<file path="src/rtl/core/tkh_pkg.sv">
// tkh_pkg: shared types, constants and word helpers of the keyed hash
package tkh_pkg;

  localparam int PARTIAL_ROUNDS = 6;
  localparam int FULL_ROUNDS    = 10;
  localparam int MAX_ROUNDS     = (FULL_ROUNDS > PARTIAL_ROUNDS) ? FULL_ROUNDS : PARTIAL_ROUNDS;
  localparam int ROUND_CNT_W    = $clog2(MAX_ROUNDS + 1);

  typedef logic [31:0]            word_t;
  typedef logic [127:0]           block_t;
  typedef logic [ROUND_CNT_W-1:0] round_cnt_t;
  typedef word_t                  words_t [4];
  typedef logic [0:0]             cfg_index_t;

  localparam word_t TEA_DELTA      = 32'h9E3779B9;
  localparam word_t KEY_ZERO_RESET = 32'h9464A485;
  localparam word_t KEY_ONE_RESET  = 32'h542E1A94;

  localparam round_cnt_t PARTIAL_LAST = round_cnt_t'(PARTIAL_ROUNDS - 1);
  localparam round_cnt_t FULL_LAST    = round_cnt_t'(FULL_ROUNDS - 1);

  localparam cfg_index_t CFG_KEY_ZERO = 1'b0;
  localparam cfg_index_t CFG_KEY_ONE  = 1'b1;

  typedef enum logic [1:0] {
    ST_IDLE,
    ST_ROUND,
    ST_FINISH
  } state_t;

  typedef struct packed {
    logic load;
    logic round;
    logic finish;
    logic start_tail;
    logic emit;
  } cmd_t;

  typedef struct packed {
    logic last;
    logic full16;
    logic out_busy;
  } status_t;

  function automatic word_t sext_byte(input logic [7:0] b);
    return {{24{b[7]}}, b};
  endfunction

  function automatic word_t pad_of(input logic [30:0] len);
    word_t l;
    word_t p;
    l = {1'b0, len};
    p = l | (l << 8);
    return p | (p << 16);
  endfunction

  // little-endian word of sign-extended bytes, ORed together
  function automatic word_t load_word(input block_t blk, input logic [1:0] idx);
    word_t w;
    w = '0;
    for (int j = 0; j < 4; j++) begin
      w = w | (sext_byte(blk[32*idx + 8*j +: 8]) << (8*j));
    end
    return w;
  endfunction

  function automatic word_t tail_word(input block_t blk, input logic [1:0] idx,
                                      input logic [3:0] cnt, input word_t pad);
    word_t w;
    w = pad;
    if (idx < cnt[3:2]) begin
      w = load_word(blk, idx);
    end else if (idx == cnt[3:2]) begin
      for (int j = 0; j < 3; j++) begin
        if (j < int'(cnt[1:0])) begin
          w = (w << 8) | sext_byte(blk[32*idx + 8*j +: 8]);
        end
      end
    end
    return w;
  endfunction

endpackage

</file>
<file path="src/rtl/core/tkh_if.sv">
// tkh_in_if / tkh_out_if: valid-ready channels of the keyed hash
interface tkh_in_if;
  logic        valid;
  logic        ready;
  logic [63:0] block_low;
  logic [63:0] block_high;
  logic [4:0]  byte_count;
  logic [30:0] message_length;
  logic        first_block;
  logic        last_block;

  modport source (output valid, block_low, block_high, byte_count, message_length,
                  first_block, last_block, input ready);
  modport sink   (input valid, block_low, block_high, byte_count, message_length,
                  first_block, last_block, output ready);
endinterface

interface tkh_out_if;
  logic        valid;
  logic        ready;
  logic [31:0] hash_value;

  modport source (output valid, hash_value, input ready);
  modport sink   (input valid, hash_value, output ready);
endinterface

</file>
<file path="src/rtl/core/tea_keyed_hash_32_top.sv">
// tea_keyed_hash_32_top: tea davies-meyer keyed 32-bit hash over 16-byte blocks
// One block is taken at a time, and a single tea round unit does one round per cycle.
// A block that is not last goes through a load step, six rounds and a fold step.
// A last block of 0 to 15 bytes goes through load, ten rounds, fold and result; a
// last block of 16 bytes goes through the six-round mix, then ten rounds over an
// all-pad tail. The result sits in an output register; if it is still untaken when the
// next result is due, the block waits in its fold cycle. Key words written over cfg take
// effect at the next first block or after the next result.
module tea_keyed_hash_32_top (
  input  logic                clk,
  input  logic                rst_n,
  tkh_in_if.sink              in_chan,
  tkh_out_if.source           out_chan,
  input  logic                cfg_we,
  input  tkh_pkg::cfg_index_t cfg_index,
  input  tkh_pkg::word_t      cfg_wdata
);
  import tkh_pkg::*;

  cmd_t    cmd;
  status_t status;

  tkh_ctrl u_ctrl (
    .clk      (clk),
    .rst_n    (rst_n),
    .in_valid (in_chan.valid),
    .in_ready (in_chan.ready),
    .status   (status),
    .cmd      (cmd)
  );

  tkh_datapath u_datapath (
    .clk       (clk),
    .rst_n     (rst_n),
    .cmd       (cmd),
    .status    (status),
    .cfg_we    (cfg_we),
    .cfg_index (cfg_index),
    .cfg_wdata (cfg_wdata),
    .blk_low   (in_chan.block_low),
    .blk_high  (in_chan.block_high),
    .blk_count (in_chan.byte_count),
    .blk_len   (in_chan.message_length),
    .blk_first (in_chan.first_block),
    .blk_last  (in_chan.last_block),
    .out_valid (out_chan.valid),
    .out_ready (out_chan.ready),
    .out_hash  (out_chan.hash_value)
  );

  // a new result only appears right after an emit
  a_valid_from_emit: assert property (@(posedge clk) disable iff (!rst_n)
    $rose(out_chan.valid) |-> $past(cmd.emit))
    else $error("result valid without emit");

  // never overwrite a result that has not been taken
  a_emit_free: assert property (@(posedge clk) disable iff (!rst_n)
    cmd.emit |-> (!out_chan.valid || out_chan.ready))
    else $error("emit over pending result");

  // no transfer in while the round unit is busy
  a_no_accept_busy: assert property (@(posedge clk) disable iff (!rst_n)
    (cmd.round || cmd.finish || cmd.start_tail) |-> !in_chan.ready)
    else $error("input ready while mixing");

endmodule

</file>
<file path="src/rtl/core/tkh_ctrl.sv">
// tkh_ctrl: sequencer for block load, tea rounds, fold and result
module tkh_ctrl (
  input  logic             clk,
  input  logic             rst_n,
  input  logic             in_valid,
  output logic             in_ready,
  input  tkh_pkg::status_t status,
  output tkh_pkg::cmd_t    cmd
);
  import tkh_pkg::*;

  state_t     state_r, state_nxt;
  round_cnt_t cnt_r, cnt_nxt;
  logic       tail_r, tail_nxt;
  logic       tail_now;
  round_cnt_t cnt_last;

  // tail phase: either the second mix of a full last block or a short last block
  assign tail_now = tail_r | (status.last & ~status.full16);
  assign cnt_last = tail_now ? FULL_LAST : PARTIAL_LAST;

  always_ff @(posedge clk) begin
    if (!rst_n) begin
      state_r <= ST_IDLE;
      cnt_r   <= '0;
      tail_r  <= 1'b0;
    end else begin
      state_r <= state_nxt;
      cnt_r   <= cnt_nxt;
      tail_r  <= tail_nxt;
    end
  end

  always_comb begin
    state_nxt = state_r;
    cnt_nxt   = cnt_r;
    tail_nxt  = tail_r;
    cmd       = '0;
    in_ready  = 1'b0;
    unique case (state_r)
      ST_IDLE: begin
        in_ready = 1'b1;
        if (in_valid) begin
          cmd.load  = 1'b1;
          cnt_nxt   = '0;
          tail_nxt  = 1'b0;
          state_nxt = ST_ROUND;
        end
      end
      ST_ROUND: begin
        cmd.round = 1'b1;
        cnt_nxt   = cnt_r + round_cnt_t'(1);
        if (cnt_r == cnt_last) begin
          state_nxt = ST_FINISH;
        end
      end
      ST_FINISH: begin
        if (!tail_now) begin
          if (status.last) begin
            cmd.start_tail = 1'b1;
            tail_nxt       = 1'b1;
            cnt_nxt        = '0;
            state_nxt      = ST_ROUND;
          end else begin
            cmd.finish = 1'b1;
            state_nxt  = ST_IDLE;
          end
        end else if (!status.out_busy) begin
          cmd.emit  = 1'b1;
          state_nxt = ST_IDLE;
        end
      end
      default: begin
        state_nxt = ST_IDLE;
      end
    endcase
  end

endmodule

</file>
<file path="src/rtl/core/tkh_datapath.sv">
// tkh_datapath: key registers, hash halves, tea round unit and result register
module tkh_datapath (
  input  logic                  clk,
  input  logic                  rst_n,
  input  tkh_pkg::cmd_t         cmd,
  output tkh_pkg::status_t      status,
  input  logic                  cfg_we,
  input  tkh_pkg::cfg_index_t   cfg_index,
  input  tkh_pkg::word_t        cfg_wdata,
  input  logic [63:0]           blk_low,
  input  logic [63:0]           blk_high,
  input  logic [4:0]            blk_count,
  input  logic [30:0]           blk_len,
  input  logic                  blk_first,
  input  logic                  blk_last,
  output logic                  out_valid,
  input  logic                  out_ready,
  output tkh_pkg::word_t        out_hash
);
  import tkh_pkg::*;

  word_t  key0_r, key1_r;
  word_t  half0_r, half1_r;
  word_t  pad_r;
  word_t  b0_r, b1_r, sum_r;
  words_t w_r;
  logic   last_r, full16_r;
  logic   out_valid_r;
  word_t  out_hash_r;

  block_t blk;
  word_t  pad_sel, h0_sel, h1_sel;
  words_t w_load;
  logic   use_full;
  word_t  b0_rnd, b1_rnd;
  word_t  h0_fold, h1_fold;

  assign blk      = {blk_high, blk_low};
  assign pad_sel  = blk_first ? pad_of(blk_len) : pad_r;
  assign h0_sel   = blk_first ? key0_r : half0_r;
  assign h1_sel   = blk_first ? key1_r : half1_r;
  assign use_full = ~blk_last | blk_count[4];

  always_comb begin
    for (int i = 0; i < 4; i++) begin
      w_load[i] = use_full ? load_word(blk, 2'(i))
                           : tail_word(blk, 2'(i), blk_count[3:0], pad_sel);
    end
  end

  // one tea round; the second half uses the freshly updated first half
  always_comb begin
    b0_rnd = b0_r + (((b1_r << 4) + w_r[0]) ^ (b1_r + sum_r) ^ ((b1_r >> 5) + w_r[1]));
    b1_rnd = b1_r + (((b0_rnd << 4) + w_r[2]) ^ (b0_rnd + sum_r) ^ ((b0_rnd >> 5) + w_r[3]));
  end

  assign h0_fold = half0_r + b0_r;
  assign h1_fold = half1_r + b1_r;

  always_ff @(posedge clk) begin
    if (!rst_n) begin
      key0_r      <= KEY_ZERO_RESET;
      key1_r      <= KEY_ONE_RESET;
      half0_r     <= KEY_ZERO_RESET;
      half1_r     <= KEY_ONE_RESET;
      pad_r       <= '0;
      last_r      <= 1'b0;
      full16_r    <= 1'b0;
      out_valid_r <= 1'b0;
    end else begin
      if (cfg_we) begin
        unique case (cfg_index)
          CFG_KEY_ZERO: key0_r <= cfg_wdata;
          CFG_KEY_ONE:  key1_r <= cfg_wdata;
          default: ;
        endcase
      end
      if (cmd.load) begin
        half0_r  <= h0_sel;
        half1_r  <= h1_sel;
        pad_r    <= pad_sel;
        last_r   <= blk_last;
        full16_r <= blk_count[4];
      end
      if (cmd.finish || cmd.start_tail) begin
        half0_r <= h0_fold;
        half1_r <= h1_fold;
      end
      if (cmd.emit) begin
        half0_r     <= key0_r;
        half1_r     <= key1_r;
        out_valid_r <= 1'b1;
      end else if (out_ready) begin
        out_valid_r <= 1'b0;
      end
    end
  end

  always_ff @(posedge clk) begin
    if (cmd.load) begin
      b0_r  <= h0_sel;
      b1_r  <= h1_sel;
      sum_r <= TEA_DELTA;
      w_r   <= w_load;
    end else if (cmd.round) begin
      b0_r  <= b0_rnd;
      b1_r  <= b1_rnd;
      sum_r <= sum_r + TEA_DELTA;
    end else if (cmd.start_tail) begin
      // empty tail: every word is the pad
      b0_r  <= h0_fold;
      b1_r  <= h1_fold;
      sum_r <= TEA_DELTA;
      for (int i = 0; i < 4; i++) begin
        w_r[i] <= pad_r;
      end
    end
    if (cmd.emit) begin
      out_hash_r <= h0_fold ^ h1_fold;
    end
  end

  assign out_valid       = out_valid_r;
  assign out_hash        = out_hash_r;
  assign status.last     = last_r;
  assign status.full16   = full16_r;
  assign status.out_busy = out_valid_r & ~out_ready;

endmodule

</file>
<file path="src/flat_wrapper.sv">
// flat-port wrapper written by rule: the top's interface ports become plain ports
module tea_keyed_hash_32_top_flat import tkh_pkg::*;
  (clk, rst_n, cfg_we, cfg_index, cfg_wdata, in_chan_valid, in_chan_block_low, in_chan_block_high, in_chan_byte_count, in_chan_message_length, in_chan_first_block, in_chan_last_block, in_chan_ready, out_chan_valid, out_chan_hash_value, out_chan_ready);
  tkh_in_if in_chan_i ();
  tkh_out_if out_chan_i ();
  input  logic clk;
  input  logic rst_n;
  input  logic cfg_we;
  input  tkh_pkg::cfg_index_t cfg_index;
  input  tkh_pkg::word_t cfg_wdata;
  input wire logic [$bits(in_chan_i.valid)-1:0] in_chan_valid;
  input wire logic [$bits(in_chan_i.block_low)-1:0] in_chan_block_low;
  input wire logic [$bits(in_chan_i.block_high)-1:0] in_chan_block_high;
  input wire logic [$bits(in_chan_i.byte_count)-1:0] in_chan_byte_count;
  input wire logic [$bits(in_chan_i.message_length)-1:0] in_chan_message_length;
  input wire logic [$bits(in_chan_i.first_block)-1:0] in_chan_first_block;
  input wire logic [$bits(in_chan_i.last_block)-1:0] in_chan_last_block;
  output wire logic [$bits(in_chan_i.ready)-1:0] in_chan_ready;
  output wire logic [$bits(out_chan_i.valid)-1:0] out_chan_valid;
  output wire logic [$bits(out_chan_i.hash_value)-1:0] out_chan_hash_value;
  input wire logic [$bits(out_chan_i.ready)-1:0] out_chan_ready;
  assign in_chan_i.valid = in_chan_valid;
  assign in_chan_i.block_low = in_chan_block_low;
  assign in_chan_i.block_high = in_chan_block_high;
  assign in_chan_i.byte_count = in_chan_byte_count;
  assign in_chan_i.message_length = in_chan_message_length;
  assign in_chan_i.first_block = in_chan_first_block;
  assign in_chan_i.last_block = in_chan_last_block;
  assign in_chan_ready = in_chan_i.ready;
  assign out_chan_valid = out_chan_i.valid;
  assign out_chan_hash_value = out_chan_i.hash_value;
  assign out_chan_i.ready = out_chan_ready;
  tea_keyed_hash_32_top u_core (.clk(clk), .rst_n(rst_n), .in_chan(in_chan_i), .out_chan(out_chan_i), .cfg_we(cfg_we), .cfg_index(cfg_index), .cfg_wdata(cfg_wdata));
endmodule
</file>
<file path="config.mk">
export PLATFORM = sky130hd
export DESIGN_NAME = tea_keyed_hash_32_top_flat
export DESIGN_NICKNAME = d
export VERILOG_FILES = /design/src/rtl/core/tkh_pkg.sv /design/src/rtl/core/tkh_if.sv /design/src/rtl/core/tea_keyed_hash_32_top.sv /design/src/rtl/core/tkh_ctrl.sv /design/src/rtl/core/tkh_datapath.sv /design/src/flat_wrapper.sv
export SDC_FILE = /design/constraint.sdc
export NUM_CORES = 2
export LEC_CHECK = 0
export BUFFER_PORTS_ARGS = -buffer_cell sky130_fd_sc_hd__buf_2
export CORE_MARGIN = 5
export CORE_UTILIZATION = 60
export CTS_BUF_LIST = sky130_fd_sc_hd__clkbuf_8
export CTS_CLUSTER_DIAMETER = 30
export DETAILED_ROUTE_END_ITERATION = 10
export PLACE_DENSITY = 0.81
export SLEW_MARGIN = 25
export SYNTH_ARGS = -nofsm -noshare
export SYNTH_HDL_FRONTEND = slang
export SYNTH_SLANG_ARGS = --single-unit
</file>
<file path="constraint.sdc">
create_clock -name clk -period 24 [get_ports clk]
set_input_delay 4.8 -clock clk [delete_from_list [all_inputs] [get_ports clk]]
set_output_delay 4.8 -clock clk [all_outputs]
set_load 0.01 [all_outputs]
</file>
# Yosys cells after proc, flatten, opt, wreduce, memory -nomap -nowiden
# Index checks and enable logic that the tools add are counted.
totals:
  regBits: 426
  in_bits: 204
  output_inout_bits: 34
  elab_cells: 192
op_classes:
  n_addsub: 12
  order_cmp: 7
  eq_ne: 12
  muxes: 87
  bitwise: 39
  reduce_logical: 16
op_table:
  columns: ["op", "count"]
  rows:
  - ["$mux 32", 57]
  - ["$or 32x32->32", 25]
  - ["$mux 128", 3]
  - ["$add 32x32->32", 8]
  - ["$xor 32x32->32", 5]
  - ["$add 27x32->32", 2]
  - ["$add 32x32->32 const B", 1]
  - ["$or 31x32->32", 1]
  - ["$mux 4", 4]
  - ["$mux 1", 14]
  - ["$pmux 4 s3", 1]
  - ["$mux 2", 5]
  - ["$reduce_bool 3->1", 3]
  - ["$lt 1x2->1 const A", 4]
  - ["$ne 2x2->1 const B", 4]
  - ["$reduce_and 4->1", 2]
  - ["$reduce_bool 2->1", 4]
  - ["$lt 2x2->1 const A", 3]
  - ["$pmux 2 s3", 1]
  - ["$reduce_and 2->1", 3]
  - ["$add 4x1->4 const B", 1]
  - ["$eq 2x2->1 const A", 2]
  - ["$eq 4x4->1", 1]
  - ["$logic_not 2->1", 2]
  - ["12 further kinds", 17]

# Longest topological paths before layout
logic_depth:
  word_depth: 17
  ltp_mapped: 46
  ltp_nobuf: 46

# Cells and area by module
# From an unflattened synthesis, not the netlist that was laid out.
hier_totals:
  hier_cells: 4634
  area_unflattened_um2: 38454.4
by_module_without_submodules:
  columns: ["module", "n_inst", "cells_per_inst", "area_per_inst_um2", "seq_area_each_um2"]
  rows:
  - ["tkh_datapath", 1, 4576, 37961.4, 10630.2]
  - ["tkh_ctrl", 1, 58, 493.0, 140.1]

# Worst setup path before layout
# No wires, ideal clock.
synth_timing:
  path_kind: "register to register"
  startpoint: "register u_core.u_datapath.b1_r[0]"
  endpoint: "register u_core.u_datapath.b1_r[31] (data pin)"
  setup_time_ns: 0.271
  arrival_time_ns: 8.231
  required_time_ns: 23.729
  slack_ns: 15.498
  stages_incl_launch_ff: 45
  n_path_buf: 0
  synth_period_minus_slack_ns: 8.502
  cell_sequence: "edfxtp_1 > ha_1 > fa_1 > a21o_1 > a21o_1 > a21o_1 > a21oi_1 > a21o_1 > o31a_1 > o21ai_1 > nand2_1 > nand2_1 > a21o_1 > a21o_1 > a21oi_1 > xor2_1 > ha_1 > a21oi_1 > (+9 left out) > nand2_1 > xnor2_1 > xnor2_1 > xnor2_1 > ha_1 > nand2_1 > o21ai_0 > a2111o_1 > nor3_2 > o31ai_1 > o31ai_1 > a21oi_1 > xnor2_1 > xnor2_1 > xnor3_1 > xor2_1 > nor2_1 > a221oi_2"
synth_between:
  elab_chain_cells: 10
  word_cells_on_any_way: 15
  classes_between: "8 x add/sub; 3 x mux; 4 x bitwise"
synth_lines:
  columns: ["item", "line", "text"]
  rows:
  - ["start: declaration", "tkh_datapath.sv:25", "word_t b0_r, b1_r, sum_r;"]
  - ["start signal: assignment", "tkh_datapath.sv:102", "b1_r <= h1_sel;"]
  - ["start signal: assignment", "tkh_datapath.sv:107", "b1_r <= b1_rnd;"]
  - ["start signal: assignment", "tkh_datapath.sv:112", "b1_r <= h1_fold;"]
  - ["$add 32x32->32", "tkh_datapath.sv:53", "b0_rnd = b0_r + (((b1_r << 4) + w_r[0]) ^ (b1_r + sum_r) ^ ((b1_r >> 5) + w_r[1]));"]
  - ["$xor 32x32->32 (2 in series)", "tkh_datapath.sv:53", null]
  - ["$add 32x32->32", "tkh_datapath.sv:53", null]
  - ["$add 32x32->32", "tkh_datapath.sv:54", "b1_rnd = b1_r + (((b0_rnd << 4) + w_r[2]) ^ (b0_rnd + sum_r) ^ ((b0_rnd >> 5) + w_r[3]));"]
  - ["$xor 32x32->32 (2 in series)", "tkh_datapath.sv:54", null]
  - ["$add 32x32->32", "tkh_datapath.sv:54", null]
  - ["$mux 32 *", "tkh_datapath.sv:105", "end else if (cmd.round) begin"]
  - ["$mux 32 *", "tkh_datapath.sv:100", "if (cmd.load) begin"]
# Every way passes the cells marked *; elsewhere a longest branch is shown, timed or not. The select of a mux whose other input is x is not followed.
# A chain may end at the register's enable or synchronous reset.

# Worst setup path after layout
# Ends and elaborated chain as after synthesis.

==> PnR_summary.wiki <==
{| class="wikitable"
! Metric !! Value
|-
| First-pass detailed-route iteration total || 9
|-
| Clock Sink Count || roughly 430
|-
| Critical path data required time || about 24000 ps
|-
| Critical path buffers and inverters || 0
|-
| H-tree depth || 3
|-
| Grt ovf || 0
|-
| Clock edge transition at the registers on the reported setup and hold paths || ~60 ps
|-
| Effective utilization at floorplan || approximately three fifths
|-
| Multiplexer area fraction after synthesis || under 10%
|-
| Synthesized-area fraction occupied by ao, oa, aoi and oai cells || 26.5%
|-
| Post-CTS setup buffer count || 0
|-
| Post-route DRC || 0
|-
| Number of top-level design ports || 238
|-
| Pin count of the biggest net entering global routing || between 100 and 150
|-
| Biggest cell delay along the critical path || 570 ps
|-
| Clock latency on the worst-skew pair || 760 ps
|-
| Floorplan row count || around 90
|-
| Number of enable-type register cells in the synthesized netlist || approximately 220
|-
| Fraction of the yosys area taken by sequential cells || roughly 29%
|-
| Number of max-capacitance violations reported || 0
|-
| Post-detailed-route wirelength per cell || between 20 and 30 um
|-
| Share of synthesized registers carrying an async set or reset || 0%
|-
| Number of I/O port buffers || 237
|-
| Wire length of the first global-routing pass || ~230000 um
|-
| Share of the cycle needed by the critical path after routing || 41.8%
|-
| DRT Wirelength || roughly 150000 um
|-
| Count of mapped cells out of synthesis || 4550
|-
| Number of antenna violations at the first check in global routing || 6
|-
| Growth of design area from synthesis to finish || 11.7%
|-
| Placeable Area || between 60000 and 70000 um^2
|-
| Result of the run || finished, final reports clean
|-
| Aggregate global-route resource usage || roughly 44%
|-
| TritonCTS clock tree || built
|-
| CP Class || flop to flop
|-
| Minimum clock period || around 10000 ps
|-
| Buffers from clock root to sink, at most || 3
|-
| Count of unique library cells instantiated by Yosys || just under 100
|-
| Parity-gate share of the synthesized area counting xor and xnor cells || between 10% and 20%
|-
| Num CTS Buffers || between 90 and 100
|-
| Worst Max-Slew Pin Slew || between 1000 and 1500 ps
|-
| Count of nets after finishing || about 5300
|-
| Number of nets in the synthesized netlist || about 5100
|-
| Highest-count cells in the layout ignoring fill and taps || 616 x nand2_1, 452 x a21oi_1, 352 x nor2_1
|-
| Number of resized instances in the post-cts repair step || 0
|-
| Most common library cell in the layout ignoring fill and taps || nand2_1
|-
| Final count of negative-setup-slack endpoints || 0
|-
| Main combinational cell family by area after synthesis || compound AO/OA/AOI/OAI gates
|-
| Syn_area_per_cell || between 8 and 9 um^2
|-
| Initial drt markers || roughly 5500
|-
| Die X-Extent || 260 um
|-
| CTS hold repair buffers || 0
|-
| HPWL reported at the end of detailed placement || about 120000 um
|-
| Post-route antenna net violation count || 0
|-
| Nature of the critical path endpoint || flop
|-
| Final slew viol count || 0
|-
| Tightest slew margin relative to the limit || between 10% and 20%
|-
| Fill cells || 5219
|-
| Worst Hold Margin || roughly 460 ps
|-
| Total negative slack for setup checks || 0 ps
|-
| Fmax || between 90 and 100 MHz
|-
| CTS root buf || clkbuf_8
|-
| Adder-cell share of the synthesized area || a little over a tenth
|-
| Area of combinational cells with multiple inputs || 25800 um^2
|-
| Last weighted congestion value of the routability-driven placer || 1.09
|-
| Fraction of layout instances using a drive strength above 1 || between 10% and 20%
|-
| Storage cell area || roughly 11000 um^2
|-
| Simple-gate area share of the yosys netlist || around 16%
|-
| Total via count in the routed design || 39118
|-
| Flip-flop and latch count after synthesis || around 430
|-
| Yosys warnings || 0
|-
| Die area || ~68000 um^2
|-
| Register-to-Register Setup Slack || 13960 ps
|-
| Final worst clock skew || 63.2 ps
|-
| Primary FF master, synth || edfxtp_1
|-
| Crit-path slowest cell || a2111oi_0
|-
| Maximum net fanout on the critical path || 6
|-
| Hold Crit Class || flop to flop
|-
| Vias in the first global route || around 37000
|-
| Arr. time, crit path || 10490 ps
|-
| Top Family by Delay on Critical Path || compound AO/OA/AOI/OAI gates
|-
| Detail-routed via count per cell || ~6.9
|-
| Final count of hold timing violations || 0
|-
| Die span in y || 260 um
|-
| Post-synthesis instance area || between 30000 and 40000 um^2
|-
| RSZ-0062 raised after global routing || no
|-
| Critical Path Source Type || flop
|}
[through the flow]
| step | worst slack (ps) | utilization, % | area, um^2 | instances |
|---|---|---|---|---|
| floorplan | 15500 | - | 37600 | 4550 |
| global placement | 14350 | 63.9 | 39600 | 5469 |
| global route | 13280 | 67.9 | 42000 | 5657 |
| finish | 13960 | 67.9 | 42000 | 5658 |
| CTS | 14020 | 67.8 | 42000 | 5654 |
| detailed placement | 14030 | 63.9 | 39600 | 5469 |
[routing by layer]
layer	vias to the layer above	wire length, um	global-route usage [%]
met5	-	28	0
met4	6	10400	23.3
met3	605	20700	11.2
met2	2929	66800	68.2
met1	18289	56700	56.4
li1	17289	-	-
[cell type report]
cell class,instances,share of cell area (%)
diodes,4,0.0238
clock buffers,106,3.47
clock inverters,79,2.27
inverters,85,0.765
multi-input cells,3818,61.3
flip-flops and latches,426,25.6
well taps,837,2.49
repair buffers,303,4.04
[worst paths after layout]
kind,startpoint,to,cells past startpoint
worst max-delay path,u_core.u_datapath.b1_r[0]$_DFFE_PP_,u_core.u_datapath.b1_r[31]$_DFFE_PP_,39
worst min-delay path,u_core.u_ctrl.tail_r$_SDFFE_PN0P_,u_core.u_ctrl.tail_r$_SDFFE_PN0P_,2
worst max register to register,u_core.u_datapath.b1_r[0]$_DFFE_PP_,u_core.u_datapath.b1_r[31]$_DFFE_PP_,39
worst min register to register,u_core.u_ctrl.tail_r$_SDFFE_PN0P_,u_core.u_ctrl.tail_r$_SDFFE_PN0P_,2
[cell families (layout without fill, tap and decap cells)]
group	after synthesis	count (layout)
fa+ha+maj	320	320
flops	426	426
other cells	0	4
compound gates	1537	1537
simple gates	1385	1385
buf+inv	306	573
xor+xnor	451	451
mux	125	125
[state kept, by name, indices dropped and copies added, names as in the netlist, 2 cells and up]
| register | cells |
|---|---|
| u_core.u_datapath.key0_r | 32 |
| u_core.u_datapath.key1_r | 32 |
| u_core.u_datapath.sum_r | 32 |
| u_core.u_datapath.w_r | 128 |
| u_core.u_datapath.b0_r | 32 |
| u_core.u_ctrl.state_r | 2 |
| u_core.u_datapath.b1_r | 32 |
| u_core.u_datapath.out_hash | 32 |
| u_core.u_datapath.pad_r | 32 |
| u_core.u_datapath.half0_r | 32 |
| u_core.u_ctrl.cnt_r | 4 |
| u_core.u_datapath.half1_r | 32 |
[worst reg2reg max path: cells and delay by family, from the launching register on]
family | cells | cell delay, ps
AO/OA/AOI/OAI | 23 | 5760
XOR/XNOR | 7 | 1380
adder cells (fa/ha/maj) | 5 | 1650
flip-flops | 1 | 440
AND/OR/NAND/NOR | 4 | 540
[synth_stat cells (17+ instances only)]
master / number / area (um^2)
dfxtp_1: 202 / 4040
a221oi_1: 61 / 534
o21a_1: 43 / 323
xor2_1: 110 / 963
a211oi_1: 62 / 465
o211ai_1: 55 / 413
and2_1: 17 / 106
mux2_2: 43 / 484
nand2b_1: 48 / 300
nand4_1: 29 / 181
a31oi_1: 56 / 350
mux4_2: 21 / 473
a41oi_1: 26 / 228
o21ai_0: 315 / 1580
o31ai_1: 17 / 128
nand2_1: 619 / 2320
nor2_1: 354 / 1330
and3_1: 28 / 175
edfxtp_1: 224 / 6730
a21oi_1: 454 / 2270
clkbuf_1: 181 / 679
nor2b_1: 40 / 250
o21ai_1: 23 / 115
inv_1: 81 / 304
or3_1: 26 / 163
o22ai_1: 24 / 150
ha_1: 310 / 3880
o221ai_1: 52 / 455
a21o_1: 142 / 1070
o21bai_1: 39 / 293
nand3_1: 95 / 475
xnor2_1: 337 / 2950
buf_1: 36 / 135
mux2i_1: 61 / 611
nor3_1: 78 / 390
Power is not shown: default switching activity piles up to over one toggle a cycle in this logic, so the estimate is an artifact.
